===== config.mk =====
export PLATFORM = sky130hd
export DESIGN_NAME = aligned_bump_page_allocator
export DESIGN_NICKNAME = d
export VERILOG_FILES = /design/src/rtl/core/abpa_pkg.sv /design/src/rtl/core/aligned_bump_page_allocator.sv /design/src/rtl/core/abpa_bump.sv
export VERILOG_INCLUDE_DIRS = /design/src /design/src/rtl/core
export SDC_FILE = /design/constraint.sdc
export NUM_CORES = 1
export LEC_CHECK = 0
export ABC_AREA = 1
export BUFFER_PORTS_ARGS = -buffer_cell sky130_fd_sc_hd__buf_4
export CAP_MARGIN = 40
export CORE_MARGIN = 4
export CORE_UTILIZATION = 40
export DETAILED_ROUTE_END_ITERATION = 8
export SETUP_SLACK_MARGIN = 0.15
export SYNTH_ARGS = -nofsm -noshare
export SYNTH_HDL_FRONTEND = slang
export SYNTH_SLANG_ARGS = --single-unit

===== constraint.sdc =====
create_clock -name clk -period 19 [get_ports clk]
set_clock_uncertainty 0.1 [all_clocks]
set_input_delay 0.95 -clock clk [delete_from_list [all_inputs] [get_ports clk]]
set_output_delay 0.95 -clock clk [all_outputs]
set_load 0.05 [all_outputs]

===== src/rtl/core/aligned_bump_page_allocator_macros.svh =====
// ---------------------------------------------------------------------------
// Assertion macros for the aligned bump page allocator
// Concurrent assertion wrappers; they compile to nothing in synthesis.
// ---------------------------------------------------------------------------
`ifndef ALIGNED_BUMP_PAGE_ALLOCATOR_MACROS_SVH
`define ALIGNED_BUMP_PAGE_ALLOCATOR_MACROS_SVH

`ifndef SYNTHESIS
// Check a property on every rising edge, skipped while reset is high.
`define ABPA_ASSERT(label, clk, rst, prop, msg) \
  label: assert property (@(posedge clk) disable iff (rst) prop) else $error(msg);
// Check a property on every rising edge, reset included.
`define ABPA_ASSERT_ALWAYS(label, clk, prop, msg) \
  label: assert property (@(posedge clk) prop) else $error(msg);
`else
`define ABPA_ASSERT(label, clk, rst, prop, msg)
`define ABPA_ASSERT_ALWAYS(label, clk, prop, msg)
`endif

`endif


===== src/rtl/core/abpa_pkg.sv =====
// ---------------------------------------------------------------------------
// Aligned bump page allocator package
// Sizes, command and status codes, and the bump datapath result type.
// ---------------------------------------------------------------------------
package abpa_pkg;

  localparam int PAGE_BITS   = 12;
  localparam int STACK_ORDER = 2;
  localparam int CACHE_DEPTH = 16;
  localparam int ADDR_BITS   = 48;

  localparam int FIELD_W   = 48;
  localparam int NP_W      = 36;
  localparam int CMD_W     = 2;
  localparam int PCNT_W    = 16;
  localparam int ORDER_W   = 5;
  localparam int STATUS_W  = 2;
  localparam int CFG_IDX_W = 1;

  // Largest block is 2^(2^ORDER_W - 1) pages.
  localparam int PAGES_W = 1 << ORDER_W;
  localparam int LOW_W   = PAGE_BITS + STACK_ORDER;
  localparam int PAD_W   = STACK_ORDER + 1;
  localparam int SHIFT_W = NP_W + PAGE_BITS;
  localparam int WIDE_W  = ((SHIFT_W > FIELD_W) ? SHIFT_W : FIELD_W) + 1;
  localparam int CNT_W   = $clog2(CACHE_DEPTH + 1);
  localparam int IDX_W   = (CACHE_DEPTH > 1) ? $clog2(CACHE_DEPTH) : 1;

  localparam logic [NP_W-1:0] NP_MAX    = {NP_W{1'b1}};
  localparam logic [63:0]     ADDR_MASK = (ADDR_BITS >= 64) ? {64{1'b1}}
                                          : ((64'd1 << ADDR_BITS) - 64'd1);

  typedef enum logic [CMD_W-1:0] {
    CMD_ALLOC         = 2'd0,
    CMD_ALLOC_ALIGNED = 2'd1,
    CMD_FREE          = 2'd2
  } cmd_t;

  typedef enum logic [STATUS_W-1:0] {
    ST_OK      = 2'd0,
    ST_OOM     = 2'd1,
    ST_IGNORED = 2'd2,
    ST_FULL    = 2'd3
  } status_t;

  typedef enum logic [CFG_IDX_W-1:0] {
    REG_REGION_BASE = 1'd0,
    REG_REGION_SIZE = 1'd1
  } cfg_reg_t;

  typedef struct packed {
    logic [FIELD_W-1:0] addr;
    logic               oom;
    logic [NP_W-1:0]    next_page;
  } bump_res_t;

endpackage


===== src/rtl/core/aligned_bump_page_allocator.sv =====
// ---------------------------------------------------------------------------
// Aligned bump page allocator
// Hands out pages from one region, with aligned blocks and a LIFO cache of
// freed blocks of the cached order.
// ---------------------------------------------------------------------------
// Usage:
//   Request channel: drive cmd, page_count, order and block_addr with start
//   high; the transaction is taken at a rising edge where busy is low. busy
//   is low except during reset, so a request may enter on every cycle.
//   Result channel: done pulses for exactly one cycle with addr and status;
//   the receiver cannot stall, so every result must be taken as it appears.
//   Pipeline: one input register stage, then one result register stage,
//   between the accepting edge and the done cycle.
//   Throughput: one request per cycle; the counter pad, address add and
//   limit compare, or the cache push or pop, all finish in the single compute
//   stage, so back-to-back requests see each other's state updates.
//   Configuration: cfg_index selects region_base (0) or region_size (1);
//   a write is taken when cfg_valid and cfg_ready are high. Write only while
//   no request is in flight.
//   Reset (synchronous, rst high): clears the region registers, the page
//   counter, the cache fill count and any request in flight. The cache
//   contents are not cleared; only entries below the fill count are read.
// ---------------------------------------------------------------------------
`include "aligned_bump_page_allocator_macros.svh"

module aligned_bump_page_allocator import abpa_pkg::*; (
  input  logic                 clk,
  input  logic                 rst,
  // request channel
  input  logic                 start,
  output logic                 busy,
  input  logic [CMD_W-1:0]     cmd,
  input  logic [PCNT_W-1:0]    page_count,
  input  logic [ORDER_W-1:0]   order,
  input  logic [FIELD_W-1:0]   block_addr,
  // configuration channel
  input  logic                 cfg_valid,
  output logic                 cfg_ready,
  input  logic [CFG_IDX_W-1:0] cfg_index,
  input  logic [FIELD_W-1:0]   cfg_data,
  // result channel
  output logic                 done,
  output logic [FIELD_W-1:0]   addr,
  output logic [STATUS_W-1:0]  status
);

  // Configuration registers
  logic [FIELD_W-1:0] region_base;
  logic [FIELD_W-1:0] region_size;

  // Allocator state
  logic [NP_W-1:0]    next_page;
  logic [NP_W-1:0]    next_page_next;
  logic [CNT_W-1:0]   free_stack_count;
  logic [CNT_W-1:0]   free_stack_count_next;
  logic [CNT_W-1:0]   count_dec;
  logic [FIELD_W-1:0] free_stack_store [CACHE_DEPTH];
  logic               push;

  // Input register stage
  logic               req_valid;
  logic [CMD_W-1:0]   req_cmd;
  logic [PCNT_W-1:0]  req_page_count;
  logic [ORDER_W-1:0] req_order;
  logic [FIELD_W-1:0] req_block_addr;

  // Result next values
  logic [FIELD_W-1:0] addr_next;
  status_t            status_next;

  bump_res_t          bump;
  logic               accept;

  // Hold off requests and config writes only while reset is applied.
  assign busy      = rst;
  assign cfg_ready = !rst;
  assign accept    = start && !busy;

  // Capture the request transaction.
  always_ff @(posedge clk) begin
    if (rst) begin
      req_valid <= 1'b0;
    end else begin
      req_valid <= accept;
    end
  end

  always_ff @(posedge clk) begin
    if (accept) begin
      req_cmd        <= cmd;
      req_page_count <= page_count;
      req_order      <= order;
      req_block_addr <= block_addr;
    end
  end

  // Configuration writes.
  always_ff @(posedge clk) begin
    if (rst) begin
      region_base <= '0;
      region_size <= '0;
    end else if (cfg_valid && cfg_ready) begin
      unique case (cfg_reg_t'(cfg_index))
        REG_REGION_BASE: region_base <= cfg_data;
        REG_REGION_SIZE: region_size <= cfg_data;
      endcase
    end
  end

  // Pad, address and counter advance for both allocation commands.
  abpa_bump u_bump (
    .base       (region_base),
    .size       (region_size),
    .next_page  (next_page),
    .aligned    (cmd_t'(req_cmd) == CMD_ALLOC_ALIGNED),
    .page_count (req_page_count),
    .order      (req_order),
    .res        (bump)
  );

  assign count_dec = free_stack_count - CNT_W'(1);

  // Decode the registered request.
  always_comb begin
    next_page_next        = next_page;
    free_stack_count_next = free_stack_count;
    push                  = 1'b0;
    addr_next             = '0;
    status_next           = ST_OK;
    case (cmd_t'(req_cmd))
      CMD_ALLOC: begin
        next_page_next = bump.next_page;
        addr_next      = bump.addr;
        status_next    = bump.oom ? ST_OOM : ST_OK;
      end
      CMD_ALLOC_ALIGNED: begin
        if (req_order == ORDER_W'(STACK_ORDER) && free_stack_count != '0) begin
          // Cache hit: pop the most recent free, leave the counter alone.
          free_stack_count_next = count_dec;
          addr_next             = free_stack_store[count_dec[IDX_W-1:0]];
        end else begin
          next_page_next = bump.next_page;
          addr_next      = bump.addr;
          status_next    = bump.oom ? ST_OOM : ST_OK;
        end
      end
      CMD_FREE: begin
        if (req_order != ORDER_W'(STACK_ORDER)) begin
          status_next = ST_IGNORED;
        end else if (free_stack_count >= CNT_W'(CACHE_DEPTH)) begin
          status_next = ST_FULL;
        end else begin
          push                  = 1'b1;
          free_stack_count_next = free_stack_count + CNT_W'(1);
        end
      end
      default: begin
        status_next = ST_IGNORED;
      end
    endcase
  end

  // Commit state and register the result.
  always_ff @(posedge clk) begin
    if (rst) begin
      next_page        <= '0;
      free_stack_count <= '0;
      done             <= 1'b0;
    end else begin
      done <= req_valid;
      if (req_valid) begin
        next_page        <= next_page_next;
        free_stack_count <= free_stack_count_next;
      end
    end
  end

  always_ff @(posedge clk) begin
    if (req_valid) begin
      addr   <= addr_next;
      status <= status_next;
    end
  end

  // Push a freed block onto the cache.
  always_ff @(posedge clk) begin
    if (req_valid && push) begin
      free_stack_store[free_stack_count[IDX_W-1:0]] <= req_block_addr;
    end
  end

  // Every accepted request yields one result, and no result appears without one.
  `ABPA_ASSERT(a_done_after_start, clk, rst, (start && !busy) |-> ##2 done, "result missing")
  `ABPA_ASSERT(a_done_has_request, clk, rst, done |-> $past(start && !busy, 2), "spurious result")
  // Cache fill never passes its depth.
  `ABPA_ASSERT(a_count_bound, clk, rst, free_stack_count <= CNT_W'(CACHE_DEPTH), "cache overfill")
  // The page counter only moves forward between resets.
  `ABPA_ASSERT(a_page_monotone, clk, rst, !$past(rst) |-> next_page >= $past(next_page), "counter went back")

endmodule


===== src/rtl/core/abpa_bump.sv =====
// ---------------------------------------------------------------------------
// Bump datapath
// Pad the page counter to the alignment boundary, form the address and
// advance the counter with saturation; flag out of memory.
// ---------------------------------------------------------------------------
module abpa_bump import abpa_pkg::*; (
  input  logic [FIELD_W-1:0] base,
  input  logic [FIELD_W-1:0] size,
  input  logic [NP_W-1:0]    next_page,
  input  logic               aligned,
  input  logic [PCNT_W-1:0]  page_count,
  input  logic [ORDER_W-1:0] order,
  output bump_res_t          res
);

  logic [ORDER_W-1:0] ashift;
  logic [LOW_W-1:0]   low_sum;
  logic [LOW_W-1:0]   amask;
  logic [LOW_W-1:0]   off;
  logic [LOW_W-1:0]   pad_wide;
  logic [PAD_W-1:0]   pad;
  logic [PAGES_W-1:0] pages;
  logic [NP_W:0]      sum_pad;
  logic [NP_W:0]      sum_end;
  logic [NP_W-1:0]    np_pad;
  logic [NP_W-1:0]    np_end;
  logic [WIDE_W-1:0]  cur;
  logic [WIDE_W-1:0]  end_bytes;

  always_comb begin
    ashift = (order < ORDER_W'(STACK_ORDER)) ? order : ORDER_W'(STACK_ORDER);
    // Only the low bits of base + counter matter for the boundary offset.
    low_sum  = base[LOW_W-1:0] + (LOW_W'(next_page) << PAGE_BITS);
    amask    = (LOW_W'(1) << (ashift + ORDER_W'(PAGE_BITS))) - LOW_W'(1);
    off      = low_sum & amask;
    pad_wide = (off == '0) ? '0 : ((LOW_W'(1) << ashift) - (off >> PAGE_BITS));
    pad      = aligned ? PAD_W'(pad_wide) : '0;
    pages    = aligned ? (PAGES_W'(1) << order) : PAGES_W'(page_count);

    // Saturate once after the pad and once after the full advance.
    sum_pad = {1'b0, next_page} + (NP_W+1)'(pad);
    np_pad  = (sum_pad >= {1'b0, NP_MAX}) ? NP_MAX : sum_pad[NP_W-1:0];
    sum_end = sum_pad + (NP_W+1)'(pages);
    np_end  = (sum_end >= {1'b0, NP_MAX}) ? NP_MAX : sum_end[NP_W-1:0];

    cur       = WIDE_W'(base) + WIDE_W'({np_pad, {PAGE_BITS{1'b0}}});
    end_bytes = WIDE_W'({np_end, {PAGE_BITS{1'b0}}});

    res.oom       = end_bytes > WIDE_W'(size);
    res.addr      = res.oom ? '0 : (cur[FIELD_W-1:0] & ADDR_MASK[FIELD_W-1:0]);
    res.next_page = np_end;
  end

endmodule

==> flow_summary.toml, run 1 <==
[cells_and_area]
fillCellCount = 10800
final_nets = 4799
antenna_cells = 0
layout-drive-gt1-share_pct = 10.5
design_area_um2 = 53500
mostFrequentLayoutCell = "nand2_1"
final_cell_mix = "nand2_1, edfxtp_1, a21oi_1"
syn2layout_area_growth_pct = 14.7

[global_routing]
antenna_found_initial = 3
overflow = 0
grt_pass1_wl_um = 215000
grt_usage_pct = 23.4
grt_max_degree = 161
grt_pass1_vias = 32400

[timing]
finalSetupViolations = 0
fin_crit_ns = 10.80
tightest_slew_ns = 0.932
post-route-period-util_pct = 56.9
slew_headroom_pct = 37.8
slew_violations = 0
clock.fmax_mhz = 92.6
hold_violations = 0
rsz0062_at_grt = "false"
fin_tns_setup_ns = 0

[yosys]
postSynthAreaPerCell_um2 = 10.5
synth_area_leaders = "edfxtp_1, nand2_1, dfxtp_1"
synth_edf_count = 889
yosysUniqueCellTypes = 63
ys_ff_latch = 1028
yosysSeqAreaShare_pct = 63.2
async_flop_share_pct = 0
synthCells = 4427
yosys_warnings = 0
ys.flop_type = "edfxtp_1"
synth_top_area_share_pct = 57.2
synth_top_cell_by_area = "edfxtp_1"
synth_area_um2 = 46700

[clock_tree]
post_cts_buffers = 0
cts_sinks = 1028
cts_buffers = 106
clk_latency_ns = 0.72
holdBufCountCts = 0
clock-root-buffer = "clkbuf_16"
clk_pin_slew_ns = 0.08
postCtsResizedCells = 0
cts-htree-levels = 3
cts_tree = "built"
cts_buffer_depth = 3

[hold_path]
holdPathStages = 1
min_path_type = "primary input to flip-flop"
min_from = "page_count[8]"
holdPathEnd = "req_page_count[8]"

[job]
drv_cap = 0

[worst_setup_path]
path_max_fanout = 29
endpoint_kind = "flip-flop"
critPathMaxStageDelay_ns = 0.62
critical_path_class = "flip-flop to flip-flop"
worstRegToRegCells = 43
crit_path_start_kind = "flip-flop"
required_ns = 19.31
crit_top_cell = "nand2_1"
r2r_slack_ns = 8.20
r2r-start = "req_order[0]"
reg2reg_to = "addr[9]"
cpMaxStageDelayCell = "nor4_1"
cp.arrival_ns = 11.11

[die]
dieWidth_um = 350
die_h_um = 350
initial_utilization_pct = 40.2
dieArea_um2 = 122000
rows = 125
top_level_ports = 177
coreArea_um2 = 116000

[power]
seqPwrFrac_pct = 49.9
p_sw_share_pct = 25.5
clkPwrFrac_pct = 40.3
power.internal_uw = 3800
ir_drop_mv = 0.0957
power.switching_uw = 1300
power_density_nw_per_um2 = 95.3
p_comb_share_pct = 9.8
p_leak_uw = 0.0203

[route]
vias = 34700
dr.pass1.iters = 6
drtIter0Drc = 3939
vias_per_cell = 5.62
route.detailed.drc = 0
wirelength_um = 147000
drt-wirelength-per-cell_um = 23.8
drt.antenna.violating_nets = 0

[place]
placed_cell_area_um2 = 50100
io_buffers = 176
place_hpwl_um = 93200
place_congestion = 0.966

[status]
status = "finished, final reports clean"
==> final cells by class <==
class | count | area [um2] | share of cell area [%]
clock buffers | 133 | 2770 | 5.18
multi-input cells | 2869 | 15300 | 28.6
well taps | 1524 | 1910 | 3.56
inverters | 302 | 1150 | 2.15
clock inverters | 67 | 647 | 1.21
repair buffers | 250 | 2240 | 4.19
flip-flops and latches | 1028 | 29500 | 55.1
==> worst max path at each step <==
stage	start	end	slack (ns)
after floorplan	req_order[2]	status[0]	11.86
after global placement	req_order[0]	addr[31]	7.85
after detailed placement	req_order[0]	addr[25]	8.48
after CTS	req_order[0]	addr[17]	8.41
after global routing	req_order[0]	addr[17]	7.46
final	req_order[0]	addr[9]	8.20
==> Yosys cell counts (all sizes together), types with 23 or more instances <==
library cell	number
edfxtp	889
a21oi	481
nand3	181
buf	67
nor3	26
dfxtp	139
clkbuf	164
nand4	71
nand2	1131
o31ai	56
o32ai	30
or2	23
a22oi	62
a221oi	110
ha	114
o21ai	123
inv	301
nor2	271
xor2	42
==> critical path: cells and delay by family (launching register included) <==
kind | cells | cell delay, ns
simple gates | 28 | 5.77
xor+xnor | 1 | 0.33
flops | 1 | 0.51
fa+ha+maj | 5 | 1.78
compound gates | 4 | 0.64
buf+inv | 5 | 1.30
==> kinds of logic (layout without fill, tap and decap cells) <==
logic type / count (synthesis) / in the layout / synth area share, %
AND/OR/NAND/NOR: 1736 / 1736 / 15.5
flip-flops: 1028 / 1028 / 63.2
AO/OA/AOI/OAI: 957 / 957 / 12.7
buffers and inverters: 533 / 752 / 4.42
adder cells (fa/ha/maj): 118 / 118 / 3.23
XOR/XNOR: 54 / 54 / 1.01
other: 1 / 4 / 0.00804
==> power by group through the flow <==
| stage | logic (uW) | registers (uW) | clock network, uW |
|---|---|---|---|
| floorplan | 290 | 2590 | 0 |
| global placement | 487 | 2590 | 0 |
| detailed placement | 495 | 2590 | 0 |
| CTS | 498 | 2540 | 2090 |
| global route | 545 | 2550 | 2180 |
| finish | 501 | 2540 | 2060 |
==> through the flow <==
stage | hold slack [ns] | std cells | power, uW | utilization [%] | setup WS [ns]
global route | 0.261 | 6173 | 5270 | 46.1 | 7.46
CTS | 0.251 | 6173 | 5120 | 46.1 | 8.41
detailed placement | 0.367 | 5973 | 3080 | 43.2 | 8.48
global placement | 0.362 | 5946 | 3080 | 42.7 | 7.85
floorplan | 0.347 | 4430 | 2880 | - | 11.86
finish | 0.299 | 6173 | 5100 | 46.1 | 8.20
==> registers in the layout, summed over array words and instances, names as in the netlist <==
| register | flops |
|---|---|
| req_valid | 1 |
| next_page | 36 |
| req_cmd | 2 |
| req_order | 5 |
| region_base | 48 |
| done | 1 |
| req_page_count | 16 |
| region_size | 48 |
| addr | 48 |
| free_stack_store | 768 |
| free_stack_count | 5 |
| req_block_addr | 48 |
| status | 2 |
==> routing by layer <==
layer / wire length, um / share of wire [%] / track usage, %
met1: 65700 / 45 / 34.2
met2: 66000 / 45 / 36.5
met3: 11600 / 7.9 / 3.76
met4: 3800 / 2.6 / 6.24
met5: 0 / 0 / 0
Power figures use the tool's default switching activity.
==> run 2, diff against run 1 <==
Settings changed: ABC_AREA 1 to 0.
Clock period 19 ns to 11.1 ns, I/O delays scaled along.
==> run 2 against run 1 <==
  * Global-route usage shrank 2.4 points
  * Count of clock-buffer cells in the layout shrank 5
  * Worst setup slack lost 7.4 ns
  * Hold slack lost 0.27 ns
  * Highest routed layer unchanged
  * Die area shrank 4.5%
  * Register-to-register slack lost 7.4 ns
  * Via count shrank 22%
  * Flip-flop and latch count is the same
  * Critical path depth shrank 9
  * First-iteration DRC count shrank 36%
  * Area after synthesis shrank 4.6%
  * Non-clock buffer count grew 99
==> flow_summary.toml, run 2 <==
[cells_and_area]
layout-drive-gt1-share_pct = 18.4
design_area_um2 = 52600
syn2layout_area_growth_pct = 18.3
largest_reg_flops = 768
final_cell_mix = "edfxtp_1, nand2_1, buf_4"
fillCellCount = 9586
mostFrequentLayoutCell = "edfxtp_1"
multiInputGateArea_um2 = 14200
seqCellArea_um2 = 29500
final_nets = 3565

[worst_setup_path]
worstRegToRegCells = 34
critPathMaxStageDelay_ns = 0.55
cpMaxStageDelayCell = "nor3_1"
r2r_slack_ns = 0.84
required_ns = 11.42
r2r-start = "req_order[4]"
reg2reg_to = "addr[4]"
path_max_fanout = 27
endpoint_kind = "flip-flop"
cp.arrival_ns = 10.58
crit_path_start_kind = "flip-flop"
critical_path_class = "flip-flop to flip-flop"
crit_start = "req_order[4]"

[yosys]
async_flop_share_pct = 0
synthMuxAreaShare_pct = 10.9
synth_top_family_by_area = "multiplexers"
ys_ff_latch = 1028
yosysMostFrequentCell = "edfxtp_1"
synth_fa_ha_area_share_pct = 3.38
synth_compound_area_share_pct = 7.17
ys.flop_type = "edfxtp_1"
postSynthAreaPerCell_um2 = 14.8
yosys_warnings = 0
synth_top_cell_by_area = "edfxtp_1"
synth_xor_area_share_pct = 2.09
synth_area_um2 = 44500
yosysSeqAreaShare_pct = 66.2
synth_simple_gate_area_share_pct = 8.19
synthTopCellsByCount = "edfxtp_1, nand2_1, mux4_2, o21ai_0, dfxtp_1"
synth_edf_count = 889
synth_area_leaders = "edfxtp_1, mux4_2, dfxtp_1"
yosysUniqueCellTypes = 72
synth_top_area_share_pct = 60.0
synthCells = 3005

[status]
status = "finished, final reports clean"

[place]
place_congestion = 0.927
placed_cell_area_um2 = 48000
io_buffers = 176
place_hpwl_um = 78200
dp_slack_ns = 1.02

[route]
drtIter0Drc = 2514
vias = 27100
wirelength_um = 124000
vias_per_cell = 5.54
dr.pass1.iters = 7
route.detailed.drc = 0
drt-wirelength-per-cell_um = 25.4
drt.antenna.violating_nets = 0

[power]
power_density_nw_per_um2 = 165
ir_drop_mv = 0.112
power_uw = 8680
p_leak_uw = 0.0182

[clock_tree]
cts-htree-levels = 3
cts_sinks = 1028
clk_latency_ns = 0.69
post_cts_buffers = 0
clk_pin_slew_ns = 0.07
clock-root-buffer = "clkbuf_16"
postCtsResizedCells = 0
cts_tree = "built"
cts_buffer_depth = 3
holdBufCountCts = 119
cts_buffers = 105

[die]
coreArea_um2 = 111000
dieArea_um2 = 117000
initial_utilization_pct = 40.3
rows = 122
die_h_um = 342
dieWidth_um = 342
top_level_ports = 177

[timing]
rsz0062_at_grt = "false"
finalSetupViolations = 0
slew_headroom_pct = 37.9
tightest_slew_ns = 0.932
post-route-period-util_pct = 92.4
slew_violations = 0
fin_tns_setup_ns = 0
clock.fmax_mhz = 97.5
hold_violations = 0
fin_hold_ws_ns = 0.0263
worst_slack_ns = 0.841
fin_crit_ns = 10.26

[global_routing]
grt_max_degree = 121
grt_pass1_wl_um = 182000
overflow = 0
grt_pass1_vias = 26700
grt_usage_pct = 21.0
antenna_found_initial = 1

[hold_path]
min_from = "start"
holdPathStages = 2
min_path_type = "primary input to flip-flop"
holdPathEnd = "req_valid"

[job]
drv_cap = 0
-- run 2: changes by cell type after synthesis, sizes merged, moves of 58 or more --
cell	delta
a22oi	-58
nor2	-166
nand2	-724
inv	-212
a221oi	-107
clkbuf	-67
mux4	+198
a21oi	-392
nand3	-116
-- run 2: how the worst max path moves through the flow --
stage / end / slack, ns / depth (start not counted)
5_1_grt: addr[0] / 0.22 / 34
3_5_place_dp: addr[4] / 1.02 / 34
6_report: addr[4] / 0.84 / 34
2_1_floorplan: addr[15] / 2.69 / 33
4_1_cts: addr[4] / 0.98 / 34
3_3_place_gp: addr[16] / 1.29 / 34
-- run 2: per-layer routing --
| layer | global-route usage [%] | up-vias | part of all wire, % |
|---|---|---|---|
| met5 | 0 | - | 0 |
| met2 | 34.9 | 1043 | 48 |
| met4 | 6.05 | 0 | 2.6 |
| met3 | 3.33 | 166 | 7.2 |
| met1 | 28.9 | 13700 | 42 |
| li1 | - | 12200 | - |
-- run 2: kinds of logic (layout without fill, tap and decap cells) --
family                     after synthesis  count (layout)
AOI/OAI and AO/OA                      495             495
and+or+nand+nor                        792             792
muxes                                  235             235
DFF                                   1028            1028
adders and majority gates              118             118
buffers and inverters                  230             634
other                                    1               5
xor gates and xnor gates               106             106
-- run 2: layout make-up --
| cell class | instances | share of cell area (%) |
|---|---|---|
| Inverter | 89 | 0.635 |
| Sequential cell | 1028 | 56.0 |
| Antenna cell | 1 | 0.00475 |
| Tap cell | 1488 | 3.54 |
| Timing Repair Buffer | 349 | 6.14 |
| Clock inverter | 68 | 1.44 |
| Clock buffer | 128 | 5.20 |
| Multi-Input combinational cell | 1750 | 27.0 |
-- run 2: report_power, final --
| group | switching [uW] | internal (uW) | leakage, uW |
|---|---|---|---|
| sequential | 95.3 | 4270 | 0.00919 |
| clock | 1510 | 2070 | 0.00169 |
| combinational | 444 | 298 | 0.00730 |
| total | 2050 | 6630 | 0.0182 |
-- run 2: metrics by stage --
| step | instances | utilization [%] |
|---|---|---|
| 2_1_floorplan | 3008 | - |
| 3_3_place_gp | 4564 | 43.0 |
| 3_5_place_dp | 4585 | 43.4 |
| 4_1_cts | 4900 | 47.6 |
| 5_1_grt | 4900 | 47.6 |
| 6_report | 4901 | 47.6 |
-- run 2: worst max-delay path, delay by kind of cell, from the launching register on --
kind | cells | cell delay, ns
compound gates | 10 | 2.58
xor+xnor | 2 | 0.57
fa+ha+maj | 5 | 1.72
buf+inv | 3 | 0.85
flops | 1 | 0.50
simple gates | 14 | 3.64
